**src/hdl/lfspd_pkg.sv**
```systemverilog
// Shared types, widths and constants for the line-follow steering PD core.
// No dependencies; used by lfspd_cfg_regs and line_follow_steering_pd_core.
package lfspd_pkg;

    localparam int SENSOR_W       = 8;
    localparam int POS_W          = 11;  // weighted position, +-455 fits
    localparam int DIFF_W         = 12;  // position change
    localparam int GAIN_W         = 12;  // Q4.8 gains
    localparam int GAIN_FRAC_BITS = 8;
    localparam int PP_W           = POS_W + GAIN_W;
    localparam int PD_W           = DIFF_W + GAIN_W;
    localparam int SUM_W          = PD_W + 1;
    localparam int DRV_W          = 16;
    localparam int LIM_W          = 15;
    localparam int TICK_W         = 16;
    localparam int LOST_W         = 17;
    localparam int CFG_IDX_W      = 3;
    localparam int CFG_DATA_W     = 16;
    localparam int STAGES         = 6;

    localparam logic [SENSOR_W-1:0] ALL_SENSORS = 8'hFF;
    localparam logic signed [POS_W-1:0] DEAD_BAND = 11'sd3;
    localparam logic [LOST_W-1:0] LOST_SAT = '1;

    // Bit 0 is the leftmost sensor, bit 7 the rightmost.
    localparam logic signed [POS_W-1:0] SENSOR_WEIGHT [SENSOR_W] = '{
        11'sd200, 11'sd140, 11'sd75, 11'sd40,
        -11'sd40, -11'sd75, -11'sd140, -11'sd200
    };

    typedef enum logic [CFG_IDX_W-1:0] {
        CFG_KP        = 3'd0,
        CFG_KD        = 3'd1,
        CFG_BASE      = 3'd2,
        CFG_LIMIT     = 3'd3,
        CFG_DRV_MAX   = 3'd4,
        CFG_DRV_MIN   = 3'd5,
        CFG_SLEW      = 3'd6,
        CFG_LOST_TICK = 3'd7
    } t_cfg_idx;

    typedef struct packed {
        logic signed [GAIN_W-1:0] kp;
        logic signed [GAIN_W-1:0] kd;
        logic signed [DRV_W-1:0]  base_drive;
        logic [LIM_W-1:0]         steer_limit;
        logic signed [DRV_W-1:0]  drive_max;
        logic signed [DRV_W-1:0]  drive_min;
        logic [LIM_W-1:0]         slew_step;
        logic [TICK_W-1:0]        lost_ticks;
    } t_cfg;

endpackage

```
**src/hdl/line_follow_steering_pd_core.sv**
```systemverilog
// Top level of the line-follow steering PD core: six-stage pipeline.
// Depends on lfspd_pkg and lfspd_cfg_regs.
//
// Line-following steering controller. Each input beat carries one 8-bit
// line-sensor word and yields exactly one result beat with both wheel drives,
// the applied steer, a line-seen flag and a stop request. The sensors are
// weighted into a position, a small dead band is zeroed, and a PD law with
// Q4.8 gains (truncated toward zero) gives the negated steer, which is then
// limited in magnitude and in change per beat. A lost line (no sensor or all
// sensors set) holds the last steer until the lost count passes lost_ticks,
// after which steer is zero and stop is raised. Throughput is one beat per
// cycle while the output is not stalled; an accepted beat passes registered
// through stages 0 to 5 in order, and o_valid marks it in stage 5. The only
// beat-to-beat dependencies are the previous position (stage 1) and the
// previous steer and lost count (stage 4), each closed within one stage.
// Stages drain independently, so empty stages fill while a result is stalled
// at the output. Write configuration only while the pipeline is empty.
module line_follow_steering_pd_core (
    input  logic                                  i_clk,
    input  logic                                  i_rst_n,
    // sensor input channel
    input  logic                                  i_valid,
    output logic                                  o_stall,
    input  logic [lfspd_pkg::SENSOR_W-1:0]        i_sensor_bits,
    // result channel
    output logic                                  o_valid,
    input  logic                                  i_stall,
    output logic signed [lfspd_pkg::DRV_W-1:0]    o_left_drive,
    output logic signed [lfspd_pkg::DRV_W-1:0]    o_right_drive,
    output logic signed [lfspd_pkg::DRV_W-1:0]    o_steer_out,
    output logic                                  o_line_seen,
    output logic                                  o_stop_request,
    // configuration write channel
    input  logic                                  i_cfg_valid,
    output logic                                  o_cfg_ready,
    input  logic [lfspd_pkg::CFG_IDX_W-1:0]       i_cfg_index,
    input  logic [lfspd_pkg::CFG_DATA_W-1:0]      i_cfg_data
);

    localparam int NS = lfspd_pkg::STAGES;
    localparam int PW = lfspd_pkg::POS_W;
    localparam int DW = lfspd_pkg::DRV_W;
    localparam int SW = lfspd_pkg::SUM_W;

    lfspd_pkg::t_cfg cfg;

    lfspd_cfg_regs u_cfg (
        .i_clk       (i_clk),
        .i_rst_n     (i_rst_n),
        .i_cfg_valid (i_cfg_valid),
        .o_cfg_ready (o_cfg_ready),
        .i_cfg_index (i_cfg_index),
        .i_cfg_data  (i_cfg_data),
        .o_cfg       (cfg)
    );

    // ------------------------------------------------------------------
    // Pipeline flow control: a stage advances when the next one is empty
    // or advancing itself. The output register advances when not stalled.
    // ------------------------------------------------------------------
    logic [NS-1:0] r_v;
    logic [NS-1:0] n_v;
    logic [NS-1:0] mv;
    logic          ld;

    always_comb begin
        mv[NS-1] = r_v[NS-1] && !i_stall;
        for (int k = NS - 2; k >= 0; k--) begin
            mv[k] = r_v[k] && (!r_v[k+1] || mv[k+1]);
        end
    end

    assign o_stall = r_v[0] && !mv[0];
    assign ld      = i_valid && !o_stall;

    always_comb begin
        n_v[0] = ld || (r_v[0] && !mv[0]);
        for (int k = 1; k < NS; k++) begin
            n_v[k] = mv[k-1] || (r_v[k] && !mv[k]);
        end
    end

    always_ff @(posedge i_clk) begin
        if (!i_rst_n) begin
            r_v <= '0;
        end else begin
            r_v <= n_v;
        end
    end

    // ------------------------------------------------------------------
    // Stage 0: capture the sensor word.
    // ------------------------------------------------------------------
    logic [lfspd_pkg::SENSOR_W-1:0] r_s0_bits;

    always_ff @(posedge i_clk) begin
        if (ld) begin
            r_s0_bits <= i_sensor_bits;
        end
    end

    // ------------------------------------------------------------------
    // Stage 1: weighted position, dead band, position change.
    // Previous position closes its loop here.
    // ------------------------------------------------------------------
    logic signed [PW-1:0]                   pos_raw;
    logic signed [PW-1:0]                   pos_dz;
    logic                                   seen0;
    logic signed [PW-1:0]                   r_prev_pos;
    logic signed [PW-1:0]                   r_s1_pos;
    logic signed [lfspd_pkg::DIFF_W-1:0]    r_s1_diff;
    logic                                   r_s1_seen;

    always_comb begin
        pos_raw = '0;
        for (int i = 0; i < lfspd_pkg::SENSOR_W; i++) begin
            if (r_s0_bits[i]) begin
                pos_raw = pos_raw + lfspd_pkg::SENSOR_WEIGHT[i];
            end
        end
    end

    assign pos_dz = (pos_raw > -lfspd_pkg::DEAD_BAND && pos_raw < lfspd_pkg::DEAD_BAND)
                    ? '0 : pos_raw;
    assign seen0  = (r_s0_bits != '0) && (r_s0_bits != lfspd_pkg::ALL_SENSORS);

    always_ff @(posedge i_clk) begin
        if (!i_rst_n) begin
            r_prev_pos <= '0;
        end else if (mv[0]) begin
            // lost line forgets the position
            r_prev_pos <= seen0 ? pos_dz : '0;
        end
    end

    always_ff @(posedge i_clk) begin
        if (mv[0]) begin
            r_s1_pos  <= pos_dz;
            r_s1_diff <= lfspd_pkg::DIFF_W'(pos_dz) - lfspd_pkg::DIFF_W'(r_prev_pos);
            r_s1_seen <= seen0;
        end
    end

    // ------------------------------------------------------------------
    // Stage 2: proportional and derivative products.
    // ------------------------------------------------------------------
    logic signed [lfspd_pkg::PP_W-1:0] r_s2_pp;
    logic signed [lfspd_pkg::PD_W-1:0] r_s2_pd;
    logic                              r_s2_seen;

    always_ff @(posedge i_clk) begin
        if (mv[1]) begin
            r_s2_pp   <= $signed(r_s1_pos) * $signed(cfg.kp);
            r_s2_pd   <= $signed(r_s1_diff) * $signed(cfg.kd);
            r_s2_seen <= r_s1_seen;
        end
    end

    // ------------------------------------------------------------------
    // Stage 3: sum, truncate toward zero, negate, magnitude limit.
    // ------------------------------------------------------------------
    logic signed [SW-1:0] pd_sum;
    logic [SW-1:0]        pd_mag;
    logic [SW-1:0]        pd_q;
    logic [SW-1:0]        lim_ext;
    logic [SW-1:0]        q_lim;
    logic signed [DW-1:0] steer_lim;
    logic signed [DW-1:0] r_s3_steer;
    logic                 r_s3_seen;

    assign pd_sum  = SW'(r_s2_pp) + SW'(r_s2_pd);
    assign pd_mag  = pd_sum[SW-1] ? SW'(-pd_sum) : SW'(pd_sum);
    assign pd_q    = pd_mag >> lfspd_pkg::GAIN_FRAC_BITS;
    assign lim_ext = SW'(cfg.steer_limit);
    assign q_lim   = (pd_q > lim_ext) ? lim_ext : pd_q;
    // steer opposes the error: negative sum steers positive
    assign steer_lim = pd_sum[SW-1] ? $signed(q_lim[DW-1:0]) : -$signed(q_lim[DW-1:0]);

    always_ff @(posedge i_clk) begin
        if (mv[2]) begin
            r_s3_steer <= steer_lim;
            r_s3_seen  <= r_s2_seen;
        end
    end

    // ------------------------------------------------------------------
    // Stage 4: slew limit and lost-line handling. Previous steer and the
    // lost count close their loops here.
    // ------------------------------------------------------------------
    logic signed [DW:0]              slew_diff;
    logic signed [DW:0]              slew_ext;
    logic signed [DW:0]              prev_up;
    logic signed [DW:0]              prev_dn;
    logic signed [DW-1:0]            steer_slew;
    logic [lfspd_pkg::LOST_W-1:0]    lost_inc;
    logic                            lost_stop;
    logic signed [DW-1:0]            steer4;
    logic signed [DW-1:0]            r_prev_steer;
    logic [lfspd_pkg::LOST_W-1:0]    r_lost_cnt;
    logic signed [DW-1:0]            r_s4_steer;
    logic                            r_s4_seen;
    logic                            r_s4_stop;

    assign slew_diff = (DW+1)'(r_s3_steer) - (DW+1)'(r_prev_steer);
    assign slew_ext  = $signed({2'b00, cfg.slew_step});
    assign prev_up   = (DW+1)'(r_prev_steer) + slew_ext;
    assign prev_dn   = (DW+1)'(r_prev_steer) - slew_ext;

    always_comb begin
        if (slew_diff > slew_ext) begin
            steer_slew = prev_up[DW-1:0];
        end else if (slew_diff < -slew_ext) begin
            steer_slew = prev_dn[DW-1:0];
        end else begin
            steer_slew = r_s3_steer;
        end
    end

    assign lost_inc  = (r_lost_cnt == lfspd_pkg::LOST_SAT) ? r_lost_cnt : r_lost_cnt + 1'b1;
    assign lost_stop = !r_s3_seen && (lost_inc > lfspd_pkg::LOST_W'(cfg.lost_ticks));

    always_comb begin
        if (r_s3_seen) begin
            steer4 = steer_slew;
        end else if (lost_stop) begin
            steer4 = '0;
        end else begin
            steer4 = r_prev_steer;
        end
    end

    always_ff @(posedge i_clk) begin
        if (!i_rst_n) begin
            r_prev_steer <= '0;
            r_lost_cnt   <= '0;
        end else if (mv[3]) begin
            if (r_s3_seen) begin
                r_prev_steer <= steer_slew;
                r_lost_cnt   <= '0;
            end else begin
                // hold previous steer for slewing once the line returns
                r_lost_cnt <= lost_inc;
            end
        end
    end

    always_ff @(posedge i_clk) begin
        if (mv[3]) begin
            r_s4_steer <= steer4;
            r_s4_seen  <= r_s3_seen;
            r_s4_stop  <= lost_stop;
        end
    end

    // ------------------------------------------------------------------
    // Stage 5: wheel drives, clamped; this is the output register.
    // An inverted range gives drive_max above drive_max and drive_min otherwise.
    // ------------------------------------------------------------------
    logic signed [DW:0]   left_sum;
    logic signed [DW:0]   right_sum;
    logic signed [DW:0]   dmax_ext;
    logic signed [DW:0]   dmin_ext;
    logic signed [DW-1:0] left_clamp;
    logic signed [DW-1:0] right_clamp;

    logic signed [DW-1:0] r_left;
    logic signed [DW-1:0] r_right;
    logic signed [DW-1:0] r_steer;
    logic                 r_seen;
    logic                 r_stop;

    assign left_sum  = (DW+1)'(cfg.base_drive) + (DW+1)'(r_s4_steer);
    assign right_sum = (DW+1)'(cfg.base_drive) - (DW+1)'(r_s4_steer);
    assign dmax_ext  = (DW+1)'(cfg.drive_max);
    assign dmin_ext  = (DW+1)'(cfg.drive_min);

    always_comb begin
        if (left_sum > dmax_ext) begin
            left_clamp = cfg.drive_max;
        end else if (left_sum < dmin_ext) begin
            left_clamp = cfg.drive_min;
        end else begin
            left_clamp = left_sum[DW-1:0];
        end
        if (right_sum > dmax_ext) begin
            right_clamp = cfg.drive_max;
        end else if (right_sum < dmin_ext) begin
            right_clamp = cfg.drive_min;
        end else begin
            right_clamp = right_sum[DW-1:0];
        end
    end

    always_ff @(posedge i_clk) begin
        if (mv[4]) begin
            r_left  <= left_clamp;
            r_right <= right_clamp;
            r_steer <= r_s4_steer;
            r_seen  <= r_s4_seen;
            r_stop  <= r_s4_stop;
        end
    end

    assign o_valid        = r_v[NS-1];
    assign o_left_drive   = r_left;
    assign o_right_drive  = r_right;
    assign o_steer_out    = r_steer;
    assign o_line_seen    = r_seen;
    assign o_stop_request = r_stop;

`ifndef SYNTHESIS
    // an empty input stage never pushes back
    a_no_false_stall: assert property (@(posedge i_clk) disable iff (!i_rst_n)
        !r_v[0] |-> !o_stall)
        else $error("input stalled with empty input stage");

    // a stop result carries zero steer and no line
    a_stop_zero_steer: assert property (@(posedge i_clk) disable iff (!i_rst_n)
        (o_valid && o_stop_request) |-> (o_steer_out == '0 && !o_line_seen))
        else $error("stop request with nonzero steer or line seen");

    // a beat that sees the line clears the lost count
    a_lost_clear: assert property (@(posedge i_clk) disable iff (!i_rst_n)
        (mv[3] && r_s3_seen) |=> (r_lost_cnt == '0))
        else $error("lost count not cleared after line seen");
`endif

endmodule

```
**src/hdl/lfspd_cfg_regs.sv**
```systemverilog
// Configuration register file for the steering PD core.
// Depends on lfspd_pkg for the register index codes and the t_cfg struct.
module lfspd_cfg_regs (
    input  logic                                i_clk,
    input  logic                                i_rst_n,
    input  logic                                i_cfg_valid,
    output logic                                o_cfg_ready,
    input  logic [lfspd_pkg::CFG_IDX_W-1:0]     i_cfg_index,
    input  logic [lfspd_pkg::CFG_DATA_W-1:0]    i_cfg_data,
    output lfspd_pkg::t_cfg                     o_cfg
);

    lfspd_pkg::t_cfg r_cfg;

    assign o_cfg_ready = 1'b1;
    assign o_cfg       = r_cfg;

    always_ff @(posedge i_clk) begin
        if (!i_rst_n) begin
            r_cfg.kp          <= 12'sd461;
            r_cfg.kd          <= 12'sd0;
            r_cfg.base_drive  <= 16'sd1200;
            r_cfg.steer_limit <= 15'd1500;
            r_cfg.drive_max   <= 16'sd32767;
            r_cfg.drive_min   <= -16'sd32768;
            r_cfg.slew_step   <= 15'd75;
            r_cfg.lost_ticks  <= 16'd400;
        end else if (i_cfg_valid) begin
            case (lfspd_pkg::t_cfg_idx'(i_cfg_index))
                lfspd_pkg::CFG_KP:        r_cfg.kp          <= i_cfg_data[lfspd_pkg::GAIN_W-1:0];
                lfspd_pkg::CFG_KD:        r_cfg.kd          <= i_cfg_data[lfspd_pkg::GAIN_W-1:0];
                lfspd_pkg::CFG_BASE:      r_cfg.base_drive  <= i_cfg_data;
                lfspd_pkg::CFG_LIMIT:     r_cfg.steer_limit <= i_cfg_data[lfspd_pkg::LIM_W-1:0];
                lfspd_pkg::CFG_DRV_MAX:   r_cfg.drive_max   <= i_cfg_data;
                lfspd_pkg::CFG_DRV_MIN:   r_cfg.drive_min   <= i_cfg_data;
                lfspd_pkg::CFG_SLEW:      r_cfg.slew_step   <= i_cfg_data[lfspd_pkg::LIM_W-1:0];
                lfspd_pkg::CFG_LOST_TICK: r_cfg.lost_ticks  <= i_cfg_data;
                default: begin
                end
            endcase
        end
    end

endmodule
```
**config.mk**
```make
export PLATFORM = sky130hd
export DESIGN_NAME = line_follow_steering_pd_core
export DESIGN_NICKNAME = d
export VERILOG_FILES = /design/src/hdl/lfspd_pkg.sv /design/src/hdl/line_follow_steering_pd_core.sv /design/src/hdl/lfspd_cfg_regs.sv
export SDC_FILE = /design/constraint.sdc
export NUM_CORES = 2
export LEC_CHECK = 0
export ABC_CLOCK_PERIOD_IN_PS = 17650
export BUFFER_PORTS_ARGS = -buffer_cell sky130_fd_sc_hd__buf_4
export CORE_MARGIN = 2
export CORE_UTILIZATION = 40
export CTS_BUF_LIST = sky130_fd_sc_hd__clkbuf_8
export DETAILED_ROUTE_END_ITERATION = 10
export PLACE_DENSITY = 0.61
export REMOVE_ABC_BUFFERS = 1
export SKIP_LAST_GASP = 1
export SYNTH_ARGS = -nofsm -noshare
export SYNTH_HDL_FRONTEND = slang
export SYNTH_SLANG_ARGS = --single-unit
```
**constraint.sdc**
```tcl
create_clock -name i_clk -period 17.65 [get_ports i_clk]
set_clock_uncertainty 0.2 [all_clocks]
set_input_delay 2.6475 -clock i_clk [delete_from_list [all_inputs] [get_ports i_clk]]
set_output_delay 2.6475 -clock i_clk [all_outputs]
set_load 0.01 [all_outputs]
```
# Word-level counts from Yosys, hierarchy flattened
# Cells that the tools add are included.
# W data, S select, Z words.
[op_classes]
eq_ne = 9
n_reduce_logical = 52
muxes = 23
add_sub_neg = 18
n_lt_le_gt_ge = 10
multipliers = 2
[ops]
columns = ["op", "count"]
rows = [
  ["$mux W16", 10],
  ["$mux W11", 9],
  ["$gt A17 B16 Y1", 4],
  ["$lt A17 B16 Y1", 2],
  ["$mux W17", 2],
  ["$sub A16 B16 Y17", 2],
  ["$add A11 B9 Y11 const B", 3],
  ["$add A23 B24 Y25", 1],
  ["$mux W25", 1],
  ["$neg A25 Y25", 1],
  ["$mul A12 B12 Y24", 1],
  ["$mul A11 B12 Y23", 1],
  ["$add A11 B7 Y11 const B", 2],
  ["$add A11 B8 Y11 const B", 2],
  ["$reduce_and A2 Y1", 9],
  ["$add A16 B16 Y17", 1],
  ["$add A17 B1 Y17 const B", 1],
  ["$eq A17 B17 Y1 const B", 1],
  ["$gt A17 B15 Y1", 1],
  ["$lt A17 B17 Y1", 1],
  ["$neg A15 Y17", 1],
  ["$add A16 B16 Y16", 1],
  ["$logic_and A1 B1 Y1", 16],
  ["$neg A16 Y16", 1],
  ["13 further kinds", 40],
]
[totals]
register_bits = 333
input_bits = 32
output_inout_bits = 53

# Depth between registers and ports, before layout
[depth]
depth_word = 19
ltp_mapped = 37
depth_no_buf = 34

# Hierarchy
# A second synthesis with hierarchy kept.
[hier_totals]
hier_cells = 3680
area_unflattened_um2 = 34075.2
[by_module_without_submodules]
columns = ["mod", "n_inst", "cells_each", "seq_area_each_um2", "area_per_inst_um2"]
rows = [
  ["line_follow_steering_pd_core", 1, 3249, 5955.7, 29542.1],
  ["lfspd_cfg_regs", 1, 431, 2362.3, 4533.1],
]

# Worst setup path before layout
# Ideal clock, no wire load.
[synth_timing]
path_kind = "input port to flip-flop"
from = "input i_stall"
to = "register r_left[0] (netlist: o_left_drive[0]), enable pin"
t_arrival_ns = 6.288
setup_time_ns = 0.534
path_slack_ns = 10.628
path_buffers = 0
cell_stages = 1
cell_sequence = "a21boi_0"
[synth_via]
elab_chain_cells = 4
[synth_rtl]
columns = ["element", "line_no", "rtl"]
rows = [
  ["start: declaration", "line_follow_steering_pd_core.sv:27", "input logic i_stall,"],
  ["$logic_not A1 Y1", "line_follow_steering_pd_core.sv:67", "mv[NS-1] = r_v[NS-1] && !i_stall;"],
  ["$logic_and A1 B1 Y1", "line_follow_steering_pd_core.sv:67", ""],
  ["$logic_or A1 B1 Y1", "line_follow_steering_pd_core.sv:69", "mv[k] = r_v[k] && (!r_v[k+1] || mv[k+1]);"],
  ["$logic_and A1 B1 Y1", "line_follow_steering_pd_core.sv:69", ""],
  ["end signal: assignment", "line_follow_steering_pd_core.sv:296", "r_left <= left_clamp;"],
  ["end: declaration", "line_follow_steering_pd_core.sv:266", "logic signed [DW-1:0] r_left;"],
]
# No other way between the ends.
# A chain may end at the register's enable or synchronous reset.

# Worst setup path in the final report
[layout_timing]
from = "register r_s0_bits[2] (netlist name)"
to = "register r_s1_diff[11] (netlist name) (data pin)"
[layout_via]
elab_chain_cells = 15
elab_cells_between_ends = 16
[layout_rtl]
columns = ["element", "line_no", "rtl"]
rows = [
  ["start: declaration", "line_follow_steering_pd_core.sv:94", "logic [lfspd_pkg::SENSOR_W-1:0] r_s0_bits;"],
  ["start signal: assignment", "line_follow_steering_pd_core.sv:98", "r_s0_bits <= i_sensor_bits;"],
  ["$mux W11 *", "line_follow_steering_pd_core.sv:117", "if (r_s0_bits[i]) begin"],
  ["$add A11 B7 Y11", "line_follow_steering_pd_core.sv:118", "pos_raw = pos_raw + lfspd_pkg::SENSOR_WEIGHT[i];"],
  ["$mux W11 *", "line_follow_steering_pd_core.sv:117", ""],
  ["$add A11 B7 Y11", "line_follow_steering_pd_core.sv:118", ""],
  ["$mux W11 *", "line_follow_steering_pd_core.sv:117", ""],
  ["$add A11 B8 Y11", "line_follow_steering_pd_core.sv:118", ""],
  ["$mux W11 *", "line_follow_steering_pd_core.sv:117", ""],
  ["$add A11 B9 Y11", "line_follow_steering_pd_core.sv:118", ""],
  ["$mux W11 *", "line_follow_steering_pd_core.sv:117", ""],
  ["$add A11 B9 Y11", "line_follow_steering_pd_core.sv:118", ""],
  ["$mux W11 *", "line_follow_steering_pd_core.sv:117", ""],
  ["$gt A11 B3 Y1 / $lt A11 B3 Y1 (equally long branches)", "line_follow_steering_pd_core.sv:123", "assign pos_dz = (pos_raw > -lfspd_pkg::DEAD_BAND && pos_raw < lfspd_pkg::DEAD_BAND)"],
  ["$logic_and A1 B1 Y1", "line_follow_steering_pd_core.sv:123", ""],
  ["$mux W11 *", "line_follow_steering_pd_core.sv:124", "? '0 : pos_raw;"],
  ["named net pos_dz[1]", "line_follow_steering_pd_core.sv:107", "logic signed [PW-1:0] pos_dz;"],
  ["$sub A11 B11 Y12 *", "line_follow_steering_pd_core.sv:139", "r_s1_diff <= lfspd_pkg::DIFF_W'(pos_dz) - lfspd_pkg::DIFF_W'(r_prev_pos);"],
  ["end signal: assignment", "line_follow_steering_pd_core.sv:139", ""],
  ["end: declaration", "line_follow_steering_pd_core.sv:111", "logic signed [lfspd_pkg::DIFF_W-1:0] r_s1_diff;"],
]
# Mark *: on every way through the listed nets, which the timed path passes. The rest lies on a longest branch.

==> flow_metrics.env <==
export IMPL_status="completed"
export IMPL_die_w_microns=297
export IMPL_synth_top_family_by_area="adder cells"
export IMPL_cts_resized=0
export IMPL_crit_slowest_cell="edfxtp_1"
export IMPL_ff2ff_path_depth=28
export IMPL_tightest_slew_ps=1150
export IMPL_max_freq_ghz=0.127
export IMPL_ios=85
export IMPL_globalplace_congestion=0.924
export IMPL_arrival_ps=8200
export IMPL_critPathMostFrequentCell="o21ai_0"
export IMPL_power_frac_comb_pct=59.7
export IMPL_path_class="reg -> reg"
export IMPL_syn_to_final_growth_pct=8.46
export IMPL_slew_headroom_pct=23.0
export IMPL_synth_compound_area_share_pct=15.1
export IMPL_pwr_share_clk_pct=16.5
export IMPL_grt_pass1_wl_microns=145000
export IMPL_drv_cap=0
export IMPL_numCtsBuffers=58
export IMPL_dpl_hpwl_microns=69600
export IMPL_num_vias=26700
export IMPL_switching_share_pct=44.3
export IMPL_vdd_drop_max_v=0.000176
export IMPL_initialDrtViolationCount=1334
export IMPL_yosys_top_cells_area="fa_1 16%, edfxtp_1 14%, ha_1 13%, dfxtp_1 9.8%, nand2_1 5.5%"
export IMPL_synth_simple_area_share_pct=17.4
export IMPL_path_max_fanout=21
export IMPL_antenna_left=0
export IMPL_drc=0
export IMPL_synthCells=3821
export IMPL_cp_start_kind="flop"
export IMPL_seq_power_share_pct=23.8
export IMPL_clock_sinks=333
export IMPL_yosys_warnings=0
export IMPL_wl_per_cell_microns=17.8
export IMPL_r2r_end="r_s1_diff[11]"
export IMPL_postCtsSetupRepairBufs=0
export IMPL_synth_edff_count=165
export IMPL_grt_max_degree=86
export IMPL_required_ps=17950
export IMPL_drt_vias_per_instance=5.31
export IMPL_whs_path_depth=0
export IMPL_ctsLongestPathBuffers=3
export IMPL_hp_start="r_s4_seen"
export IMPL_power_density_nw_per_um2=127
export IMPL_synth_seq_cells=333
export IMPL_drive_gt1_share_pct=6.83
export IMPL_cts_root_buf="clkbuf_8"
export IMPL_slowest_delay_ps=790
export IMPL_synth_xor_area_share_pct=4.75
export IMPL_insertion_delay_ps=700
export IMPL_setup_tns_ps=0
export IMPL_wirelength_microns=89500
export IMPL_synthMuxAreaShare_pct=2.61
export IMPL_die_height_microns=297
export IMPL_ys_seq_area_share_pct=24.3
export IMPL_synthDominantCellAreaShare_pct=15.9
export IMPL_r2r_setup_slack_ps=9760
export IMPL_antenna_found_initial=1
export IMPL_hold_viol=0
export IMPL_min_period_ps=7890
export IMPL_worst_setup_path_end_kind="flop"
export IMPL_grt_pass1_vias=26400
export IMPL_std_cell_rows=107
export IMPL_core_area_sq_um=85000
export IMPL_final_core_util_pct=43.7
export IMPL_grt_usage_pct=20.3
export IMPL_overflow=0
export IMPL_worst_hold_slack_ps=216
export IMPL_cts_max_level=2
export IMPL_syn_avg_cell_area_sq_um=8.97
export IMPL_firstDrtPassIters=5
export IMPL_cts_hold_buf=0
export IMPL_r2r_start="r_s0_bits[2]"
export IMPL_cts_tree="yes"
export IMPL_synth_cell_area_sq_um=34300
export IMPL_initial_core_util_pct=40.3
export IMPL_p_leak_nw=16.1
export IMPL_die_area_sq_um=88000
export IMPL_synth_ff_type="dfxtp_1"
export IMPL_fin_nets=4490
export IMPL_p_sw_mw=2.09
export IMPL_yosysTopAreaCell="fa_1"
export IMPL_rsz0062_at_grt="no"
export IMPL_hold_class="reg -> reg"
export IMPL_post_route_period_util_pct=44.7
export IMPL_ys_types=101
export IMPL_synth_adder_area_share_pct=28.8
export IMPL_drv_slew=0
export IMPL_finalSetupViolations=0
export IMPL_min_to="o_line_seen"
export IMPL_clk_pin_slew_worst_paths_ps=60
export IMPL_async_reset_ff_share_pct=0
export IMPL_p_int_mw=2.63
export IMPL_port_buffers=83
per-stage QoR:
stage	area (sq um)	setup WS [ps]	total power [mW]	instances
final	37200	9760	4.73	5027
after global routing	37200	9060	5.21	5026
after CTS	37200	9790	4.78	5025
after detailed placement	35900	9790	3.97	4915
after global placement	35900	9860	3.94	4915
after floorplan	33600	10490	3.27	3666
power by group through the flow:
stage / Combinational (mW) / Clock (mW) / Sequential [mW]
floorplan: 2.20 / 0 / 1.07
global placement: 2.80 / 0 / 1.14
detailed placement: 2.84 / 0 / 1.14
CTS: 2.85 / 0.800 / 1.12
global route: 3.25 / 0.832 / 1.13
finish: 2.82 / 0.780 / 1.12
cell families (layout without fill, tap and decap cells):
family / count (synthesis) / count (layout)
simple gates: 1223 / 1223
compound gates: 746 / 746
fa+ha+maj: 627 / 627
buf+inv: 623 / 683
flops: 333 / 333
xor+xnor: 180 / 180
mux: 88 / 88
other cells: 1 / 3
worst max-delay path: cells and delay by family (launching register included):
family	cells	cell delay (ps)
compound gates	13	3000
xor+xnor	1	370
fa+ha+maj	4	1770
flops	1	790
mux	1	90
simple gates	9	1530
registers in the layout (all words and copies together) (netlist names), 12 cells and up:
signal and count:
o_right_drive 16, u_cfg.o_cfg 118, r_s2_pp 23, r_s4_steer 16, r_s3_steer 16, o_left_drive 16, o_steer_out 16, r_prev_steer 16
r_s1_diff 12, r_lost_cnt 17, r_s2_pd 24
cells in the mapped netlist, types with 15 or more instances:
library cell,number
and3_1,27
a21oi_1,144
nand2b_1,58
nor4_1,17
mux2i_1,78
inv_1,466
nor3_1,58
nand3_1,73
ha_1,355
a2111oi_0,15
edfxtp_1,165
xnor2_1,144
o211ai_1,54
xor2_1,30
and2_1,124
nor2_1,174
a21o_1,46
fa_1,272
nand2_1,498
nor2b_1,55
a21boi_0,104
a22oi_1,18
clkbuf_1,129
o21a_1,50
o31ai_1,21
o21ai_0,117
a31oi_1,21
nand4_1,39
a22o_1,18
or3_1,33
dfxtp_1,168
o21bai_1,17
cells in the final DEF, fill, tap and decap left out, types with 56 or more instances in the layout:
master | Yosys | routed
nand2b_1 | 58 | 58
inv_1 | 466 | 474
nor2_1 | 174 | 172
clkbuf_8 | 0 | 60
a21oi_1 | 144 | 143
nand2_1 | 498 | 498
buf_4 | 14 | 105
dfxtp_1 | 168 | 168
fa_1 | 272 | 272
and2_1 | 124 | 124
nand3_1 | 73 | 73
mux2i_1 | 78 | 78
o21ai_0 | 117 | 117
edfxtp_1 | 165 | 165
nor3_1 | 58 | 56
ha_1 | 355 | 355
a21boi_0 | 104 | 101
xnor2_1 | 144 | 144
cell type report:
class | instances | area (sq um)
clock buffer | 60 | 826
inverter | 468 | 1760
timing repair buffer | 105 | 788
clock inverter | 50 | 429
fill | 8428 | 47800
antenna | 2 | 5.00
sequential | 333 | 8320
tap | 1144 | 1430
multi-input combinational | 2865 | 23600
how the worst max path moves through the flow:
stage | startpoint | to | slack [ps]
6_report | r_s0_bits[2] | r_s1_diff[11] | 9760
3_5_place_dp | r_s0_bits[2] | r_s1_diff[11] | 9790
3_3_place_gp | r_s0_bits[2] | r_s1_diff[9] | 9860
2_1_floorplan | r_s2_pp[0] | r_s3_steer[14] | 10490
5_1_grt | r_s0_bits[2] | r_s1_diff[11] | 9060
4_1_cts | r_s0_bits[2] | r_s1_diff[11] | 9790
per-layer routing:
layer	part of all wire [%]	vias to the layer above	GRT usage, %
met3	3.7	106	2.15
li1	-	13100	-
met2	49	506	35.4
met5	0	-	0
met4	2.3	0	5.58
met1	45	13000	26.5
No activity file was read; power rests on OpenSTA's default activity.
